File: config.mk
export PLATFORM = sky130hd
export DESIGN_NAME = zrp_rate
export DESIGN_NICKNAME = d
export VERILOG_FILES = /design/src/sv/zrp_pkg.sv /design/src/sv/zrp_rate.sv
export SDC_FILE = /design/constraint.sdc
export NUM_CORES = 1
export LEC_CHECK = 0
export BUFFER_PORTS_ARGS = -buffer_cell sky130_fd_sc_hd__buf_2
export CAP_MARGIN = 15
export CORE_ASPECT_RATIO = 0.9
export CORE_MARGIN = 5
export CORE_UTILIZATION = 62
export DETAILED_ROUTE_END_ITERATION = 10
export GPL_TIMING_DRIVEN = 0
export PLACE_DENSITY = 0.87
export SYNTH_ARGS = -nofsm -noshare
export SYNTH_HDL_FRONTEND = slang
export SYNTH_SLANG_ARGS = --single-unit
File: constraint.sdc
create_clock -name i_clk -period 5.67 [get_ports i_clk]
set_input_delay 0.2835 -clock i_clk [delete_from_list [all_inputs] [get_ports i_clk]]
set_output_delay 0.2835 -clock i_clk [all_outputs]
set_load 0.005 [all_outputs]
File: src/sv/zrp_pkg.sv
// Package for the zero-range process step core.
// Holds the fixed field widths, register and function codes, and the state type.
// No dependencies.
package zrp_pkg;

    localparam int SITE_W     = 10;
    localparam int CNT_IN_W   = 16;
    localparam int DICE_W     = 32;
    localparam int STEP_W     = 32;
    localparam int BULK_OUT_W = 16;
    localparam int GAIN_W     = 16;
    localparam int TOTAL_W    = 40;
    localparam int CFG_IDX_W  = 3;
    localparam int CFG_DATA_W = 16;
    localparam int ACTIVE_W   = 11;
    localparam int BSTART_W   = 10;
    localparam int BLEN_W     = 11;
    localparam int BLIMIT_W   = 16;

    localparam logic [CFG_IDX_W-1:0] CFG_ACTIVE_SITES = 3'd0;
    localparam logic [CFG_IDX_W-1:0] CFG_RATE_GAIN    = 3'd1;
    localparam logic [CFG_IDX_W-1:0] CFG_BULK_START   = 3'd2;
    localparam logic [CFG_IDX_W-1:0] CFG_BULK_LENGTH  = 3'd3;
    localparam logic [CFG_IDX_W-1:0] CFG_BULK_LIMIT   = 3'd4;

    localparam logic FUNC_LOAD = 1'b0;
    localparam logic FUNC_STEP = 1'b1;

    typedef enum logic [4:0] {
        S_CLEAR,
        S_IDLE,
        S_LD_RD,
        S_LD_CAP,
        S_LD_DIV,
        S_LD_WR,
        S_MUL_LO,
        S_MUL_HI,
        S_SCAN,
        S_PICK,
        S_RD_CUR,
        S_CAP_CUR,
        S_CAP_TO,
        S_DIV_CUR,
        S_DIV_TO,
        S_WR_CUR,
        S_WR_TO,
        S_RC_RD,
        S_RC_CAP,
        S_RC_DIV,
        S_OUT
    } t_state;

endpackage

File: src/sv/zrp_rate.sv
// Site rate unit: rate(n) = 2^F + floor((b << (F-8)) / n), zero for n = 0.
// Restoring divider, one quotient bit per cycle. Depends on zrp_pkg.
module zrp_rate #(
    parameter int COUNT_BITS     = 16,
    parameter int RATE_FRAC_BITS = 16
) (
    input  logic                          i_clk,
    input  logic                          i_rst_n,
    input  logic                          i_start,
    input  logic [COUNT_BITS-1:0]         i_n,
    input  logic [zrp_pkg::GAIN_W-1:0]    i_gain,
    output logic                          o_done,
    output logic [RATE_FRAC_BITS+8:0]     o_rate
);
    import zrp_pkg::*;

    localparam int NW = RATE_FRAC_BITS + 8;
    localparam int RW = RATE_FRAC_BITS + 9;
    localparam int CW = $clog2(NW + 1);

    logic                  r_busy;
    logic                  r_done;
    logic [CW-1:0]         r_cnt;
    logic [COUNT_BITS-1:0] r_den;
    logic [COUNT_BITS-1:0] r_rem;
    logic [NW-1:0]         r_quo;
    logic [RW-1:0]         r_rate;

    logic [COUNT_BITS:0]   w_t;
    logic                  w_ge;
    logic [COUNT_BITS-1:0] w_rem_n;
    logic [NW-1:0]         w_quo_n;

    always_comb begin
        w_t     = {r_rem, r_quo[NW-1]};
        w_ge    = (w_t >= {1'b0, r_den});
        w_rem_n = w_ge ? COUNT_BITS'(w_t - {1'b0, r_den}) : COUNT_BITS'(w_t);
        w_quo_n = {r_quo[NW-2:0], w_ge};
    end

    always_ff @(posedge i_clk) begin
        if (!i_rst_n) begin
            r_busy <= 1'b0;
            r_done <= 1'b0;
            r_cnt  <= '0;
        end else begin
            r_done <= 1'b0;
            if (i_start) begin
                r_cnt <= '0;
                if (i_n == '0) begin
                    r_busy <= 1'b0;
                    r_done <= 1'b1;
                end else begin
                    r_busy <= 1'b1;
                end
            end else if (r_busy) begin
                r_cnt <= r_cnt + 1'b1;
                if (r_cnt == CW'(NW - 1)) begin
                    r_busy <= 1'b0;
                    r_done <= 1'b1;
                end
            end
        end
    end

    always_ff @(posedge i_clk) begin
        if (i_start) begin
            r_den <= i_n;
            r_rem <= '0;
            r_quo <= NW'(i_gain) << (RATE_FRAC_BITS - 8);
            if (i_n == '0) begin
                r_rate <= '0;
            end
        end else if (r_busy) begin
            r_rem <= w_rem_n;
            r_quo <= w_quo_n;
            if (r_cnt == CW'(NW - 1)) begin
                r_rate <= (RW'(1) << RATE_FRAC_BITS) + RW'(w_quo_n);
            end
        end
    end

    assign o_done = r_done;
    assign o_rate = r_rate;

endmodule

## Yosys cells after proc, flatten, opt, wreduce, memory -nomap -nowiden

Cells that the tools add are included.
W data, S select, Z words.

- Register bits: 88
- Latch bits: 0
- RAM bits: 0
- Memory bits (read-only): 0
- Input port bits: 35
- Output and inout bits: 26
- Logic and storage cells: 35
- Memories kept: 0

- Add/subtract/negate cells: 3
- Multiply operators: 0
- Divide/modulo/power cells: 0
- Order comparisons: 1
- Eq/ne operators: 2
- Shifts and indexed selects: 0
- Mux-type cells: 15
- Bitwise gates (word level): 1
- Reduce and logical (&&, ||, !) cells: 5

Operator list:

| operator | count |
|---|---|
| $mux W25 | 4 |
| $mux W24 | 2 |
| $add A17 B24 Y25 const A | 1 |
| $ge A17 B16 Y1 | 1 |
| $logic_not A16 Y1 | 1 |
| $mux W16 | 1 |
| $sub A16 B16 Y16 | 1 |
| $mux W1 | 8 |
| $add A5 B1 Y5 const B | 1 |
| $eq A5 B5 Y1 const B | 1 |
| $reduce_bool A2 Y1 | 2 |
| $reduce_and A3 Y1 | 1 |
| $ne A2 B1 Y1 const B | 1 |
| $reduce_or A2 Y1 | 1 |
| $not A1 Y1 | 1 |

## Longest topological paths before layout

- Depth in word-level cells: 5
- Gate-level depth with buffers: 11
- Depth with buffers taken out: 10

## Least setup slack after synthesis

No wires, ideal clock.

- Path kind: input port to flip-flop
- Start point: in i_start
- End point: reg r_rate[0], in the netlist o_rate[0] (enable)
- Setup time: 0.443 ns
- Arrival: 2.574 ns
- Required time: 5.227 ns
- Slack: 2.653 ns
- Stages: 3
- Buffers on the path: 1
- Cell sequence: clkbuf_1 nand2b_1 o21ai_0

- Word-level cells in the longest chain between the ends: 2
- Elaborated cells on any way between the ends: 4
- Classes of those cells: eq/ne (1); reduce/logical (3)

Ends and longest elaborated chain:

| element | line | text |
|---|---|---|
| start: declaration | zrp_rate.sv:9 | `input logic i_start,` |
| $ne A2 B1 Y1 (no line) / $reduce_bool A2 Y1 (equally long branches) | - |  |
| $reduce_and A3 Y1 (no line) (*) | - |  |
| end signal: assignment | zrp_rate.sv:78 | `r_rate <= (RW'(1) << RATE_FRAC_BITS) + RW'(w_quo_n);` |
| end: declaration | zrp_rate.sv:27 | `logic [RW-1:0] r_rate;` |

Every way passes the cells marked *; elsewhere a longest branch is shown, timed or not.
A chain may end at the register's enable or synchronous reset.

## Final worst setup path

- Start point: reg r_den[1]
- End point: reg r_rem[0]

- Word-level cells in the longest chain between the ends: 2

Ends and longest elaborated chain:

| element | line | text |
|---|---|---|
| start: declaration | zrp_rate.sv:24 | `logic [COUNT_BITS-1:0] r_den;` |
| start signal: assignment | zrp_rate.sv:68 | `r_den <= i_n;` |
| $ge A17 B16 Y1 | zrp_rate.sv:36 | `w_ge = (w_t >= {1'b0, r_den});` |
| $mux W16 | zrp_rate.sv:37 | `w_rem_n = w_ge ? COUNT_BITS'(w_t - {1'b0, r_den}) : COUNT_BITS'(w_t);` |
| end signal: assignment | zrp_rate.sv:75 | `r_rem <= w_rem_n;` |
| end: declaration | zrp_rate.sv:25 | `logic [COUNT_BITS-1:0] r_rem;` |

Every way passes these cells.

==> summary by stage <==
Final layout
The proportion of layout cells with a drive suffix above 1 is 19.96%. The library cell used most frequently in the layout, excluding fill and tap cells, is sky130_fd_sc_hd__buf_2. The post-route non-filler standard cell count is approximately 570. In the layout the commonest cells are sky130_fd_sc_hd__buf_2, sky130_fd_sc_hd__edfxtp_1, sky130_fd_sc_hd__nand2_1. Relative to the synthesized area, the layout overhead comes to 14.72%. The final antenna diode count is 0. After the last flow step, the layout net total stands at 530. Counting the fill cells in the layout gives 483. The finished cells cover 4974 um^2.

Power
The static leakage power is 1.994 nW. The power share of the sequential group is 53.0%. For this design the ratio of total power to cell area is between 200 and 300 nW/um^2.

The maximum resistive drop on vdd is 0.0002081 V. The cell-internal power is 0.9988 mW. The switching power of the nets is 0.3772 mW. Per report_power, the clock group accounts for between 30% and 40% of the total. Per report_power, the combinational group accounts for 14.1% of the total. The proportion of total power due to net switching is 27.41%.

The completed layout was analyzed and its total power is around 1.4 mW.

Die
The die height is 89.33 um. The initial core utilization is between 60% and 70%. The site row count is 29. The die covers 8767 um^2.

From left edge to right edge, the die measures 98.15 um. The count of pins on the block boundary is 61. The core region area is between 6000 and 7000 um^2.

Critical path
The reg-to-reg startpoint is r_den[1]. The count of buffering cells on the critical path with inverters included is 2. The worst endpoint data arrival time is 3.03 ns. Among all stages on the critical path, the largest delay is contributed by sky130_fd_sc_hd__o31ai_2. Tracing the worst setup path back leads to its startpoint at r_den[1]. The category of the critical setup timing path is flop to flop. The highest fanout seen on the critical path is 10. The largest stage delay on the critical path is 0.58 ns.

For the worst setup path, the data required time is 5.97 ns. The critical path endpoint category is a flop. The gate family responsible for the most delay along the worst path is compound AO/OA/AOI/OAI gates. The startpoint type of the worst setup path is a flop. The signal on the critical path passes through inv_1 -> ha_1 -> nor2b_1 -> o21bai_1 -> a31oi_2 -> o31ai_2 -> buf_4 -> nand2_1 -> o211a_1 -> nor3_2.

Clock tree
TritonCTS built the clock tree. After clock tree synthesis, the clock-pin slew on the worst setup and hold paths is 0.09 ns. No sink is reached through more buffers than the 2 on the longest clock path. The count of hold-fix buffers inserted at cts is 0. Counting the buffers created by CTS gives 9. The later pin in the worst-skew pair is clocked with a latency of 0.37 ns.

The CTS sink count is 88. The total of cells resized after clock tree synthesis is 0. The buffer type at the clock tree root is sky130_fd_sc_hd__clkbuf_8. The number of H-tree branching levels is 3. The number of setup buffers added after CTS is 0.

Logic synthesis
The synthesized design devotes to its leading area cell type between 30% and 40% of total area. The post-synthesis sequential element count is 88. Dividing the synthesized area by the synthesized cell count gives 10.73 um^2. Summed over all instances, the cell type with the most area after synthesis is sky130_fd_sc_hd__edfxtp_1. In the synthesized netlist the dominant register cell turns out to be sky130_fd_sc_hd__edfxtp_1. The number of synthesis warnings is 0.

By area the synthesized netlist is led by sky130_fd_sc_hd__edfxtp_1, sky130_fd_sc_hd__dfxtp_1, sky130_fd_sc_hd__ha_1. Counting flops with an async set or reset pin after synthesis yields a share of 0%. In this run, distinct cell masters in the synthesized netlist total between 50 and 60. The post-synthesis instance total is a little over 400. In this run the cell area of the synthesized design comes to 4335 um^2. The number of flops mapped to enable cells by yosys is 57. Of the synthesized area, sequential elements account for 53.80%. The net count after synthesis is 458.

Run
The total of max-cap violations is 0.

Global route
After global routing the overflow that remains totals 0. The number of global-route vias before repair is roughly 3300. Across every metal layer, demand over resource in global routing totals a little under a quarter. The first-pass GRT wire length is 15390 um. The maximum number of pins on one net before global-route repair is 21. The number of antenna violations at the first check in global routing is 0.

Route
The detail route stage leaves a number of antenna-violating nets equal to 0. For this block, the initial DRC count from the detailed router was 282. The remaining design rule violation count is 0. After detailed routing, the number of vias per cell comes to 5.868.

In the final routed layout, each cell accounts on average for 16.93 um. Wires add up to 9715 um. The pre-antenna-repair detailed-routing pass consisted of 4 iterations. The routed via count is 3368.

Placed design
The count of input and output buffers is 60. The placer congestion estimate is roughly 0.98. The minimum setup slack after placement is 2.997 ns.

After legalization and detailed placement, the total HPWL measured 7007 um. The count of placed standard cells including taps is 558. The cell area after placement is 4771 um^2.

STA
Between clock sinks in the finished design, the worst skew comes to roughly 0.014 ns. The slew at the pin with the worst max-slew slack is around 0.73 ns. Setup repair after global routing left no endpoint under its margin. The fraction of the cycle the final worst path needs is 48.14%. The total count of max-transition violations in the final report was 0.

The timing-limited maximum frequency is between 300 and 400 MHz. Setup slack on the critical path of the routed design comes to around 2.9 ns. In this run the tightest slew margin relative to its limit is roughly half.

Setup violations remaining at the end of the flow were counted as 0. Adding up every negative setup slack in the final design gives 0 ns. The final critical path time including I/O delays and setup is 2.730 ns. The final-report hold violation count is 0.

Min path
The worst hold path class is input port to flop. In this run the most critical hold path is launched from i_n[10].

Outcome
The run finished with clean final reports.
## logic make-up after synthesis
family,Yosys count,synth area share (%)
XOR/XNOR,18,3.636
AND/OR/NAND/NOR,135,15.24
flip-flops,88,53.80
multiplexers,13,3.204
AO/OA/AOI/OAI,91,14.81
buffers and inverters,40,3.665
adder cells (fa/ha/maj),19,5.657
## worst reg2reg max path, stage by stage (launching register included)
cell	delay [ns]
sky130_fd_sc_hd__edfxtp_1	0.39
sky130_fd_sc_hd__inv_1	0.06
sky130_fd_sc_hd__ha_1	0.32
sky130_fd_sc_hd__nor2b_1	0.16
sky130_fd_sc_hd__o21bai_1	0.28
sky130_fd_sc_hd__a31oi_2	0.21
sky130_fd_sc_hd__o31ai_2	0.58
sky130_fd_sc_hd__buf_4	0.30
sky130_fd_sc_hd__nand2_1	0.09
sky130_fd_sc_hd__o211a_1	0.14
sky130_fd_sc_hd__nor3_2	0.14
## routing by layer
metal,global-route usage [%],wire [um]
met1,28.87,4134
met2,37.58,4623
met3,5.538,738
met4,9.801,218
met5,0,0
## registers in the layout, indices dropped and copies added, names as in the netlist
signal / flops
r_quo: 24
r_busy: 1
r_cnt: 5
r_den: 16
o_rate: 25
o_done: 1
r_rem: 16
## Yosys cell counts (3+ instances only)
master and n:
sky130_fd_sc_hd__mux2_2 7, sky130_fd_sc_hd__nor4_1 5, sky130_fd_sc_hd__and2_1 5, sky130_fd_sc_hd__dfxtp_1 31
sky130_fd_sc_hd__o21ai_0 25, sky130_fd_sc_hd__a22o_1 8, sky130_fd_sc_hd__nand2b_1 5, sky130_fd_sc_hd__nor2_1 32
sky130_fd_sc_hd__xnor2_1 7, sky130_fd_sc_hd__a211oi_1 3, sky130_fd_sc_hd__or3_1 6, sky130_fd_sc_hd__nor2b_1 19
sky130_fd_sc_hd__xor2_1 11, sky130_fd_sc_hd__inv_1 23, sky130_fd_sc_hd__edfxtp_1 57, sky130_fd_sc_hd__nor3_1 6
sky130_fd_sc_hd__nand2_1 41, sky130_fd_sc_hd__nand4_1 4, sky130_fd_sc_hd__a21oi_1 17, sky130_fd_sc_hd__a31oi_1 3
sky130_fd_sc_hd__o31a_1 4, sky130_fd_sc_hd__mux2i_1 6, sky130_fd_sc_hd__a311oi_1 4, sky130_fd_sc_hd__o21a_1 3
sky130_fd_sc_hd__a21o_1 3, sky130_fd_sc_hd__buf_1 4, sky130_fd_sc_hd__nand3_1 5, sky130_fd_sc_hd__ha_1 18
sky130_fd_sc_hd__clkbuf_1 10
## stage by stage
step	util, %	hold WS [ns]
finish	71.76	0.1064
global route	71.76	0.09120
CTS	71.76	0.09780
detailed placement	68.84	0.4766
global placement	68.57	0.4579
floorplan	-	0.3824
## layout make-up
class	instances	area [um^2]	share of cell area (%)
timing repair buffer	61	315.3	6.340
inverter	23	86.33	1.736
buffer	17	72.57	1.459
clock inverter	7	78.83	1.585
sequential	88	2332	46.89
multi-input combinational	276	1848	37.16
clock buffer	9	123.9	2.491
tap	93	116.4	2.340
## power by group through the flow
stage,clock (mW),sequential (mW),combinational [mW]
after floorplan,0,0.738,0.138
after CTS,0.451,0.729,0.191
final,0.452,0.730,0.194
after global routing,0.483,0.733,0.215
after detailed placement,0,0.744,0.189
after global placement,0,0.742,0.181
## worst paths after layout
kind | end | slack [ns] | cells after the start
setup reg to reg | r_rem[0] | 2.94 | 10
setup / recovery | r_rem[0] | 2.94 | 10
hold / removal | r_den[10] | 0.11 | 1
hold reg to reg | r_rem[13] | 0.50 | 2
Power figures use the tool's default switching activity.
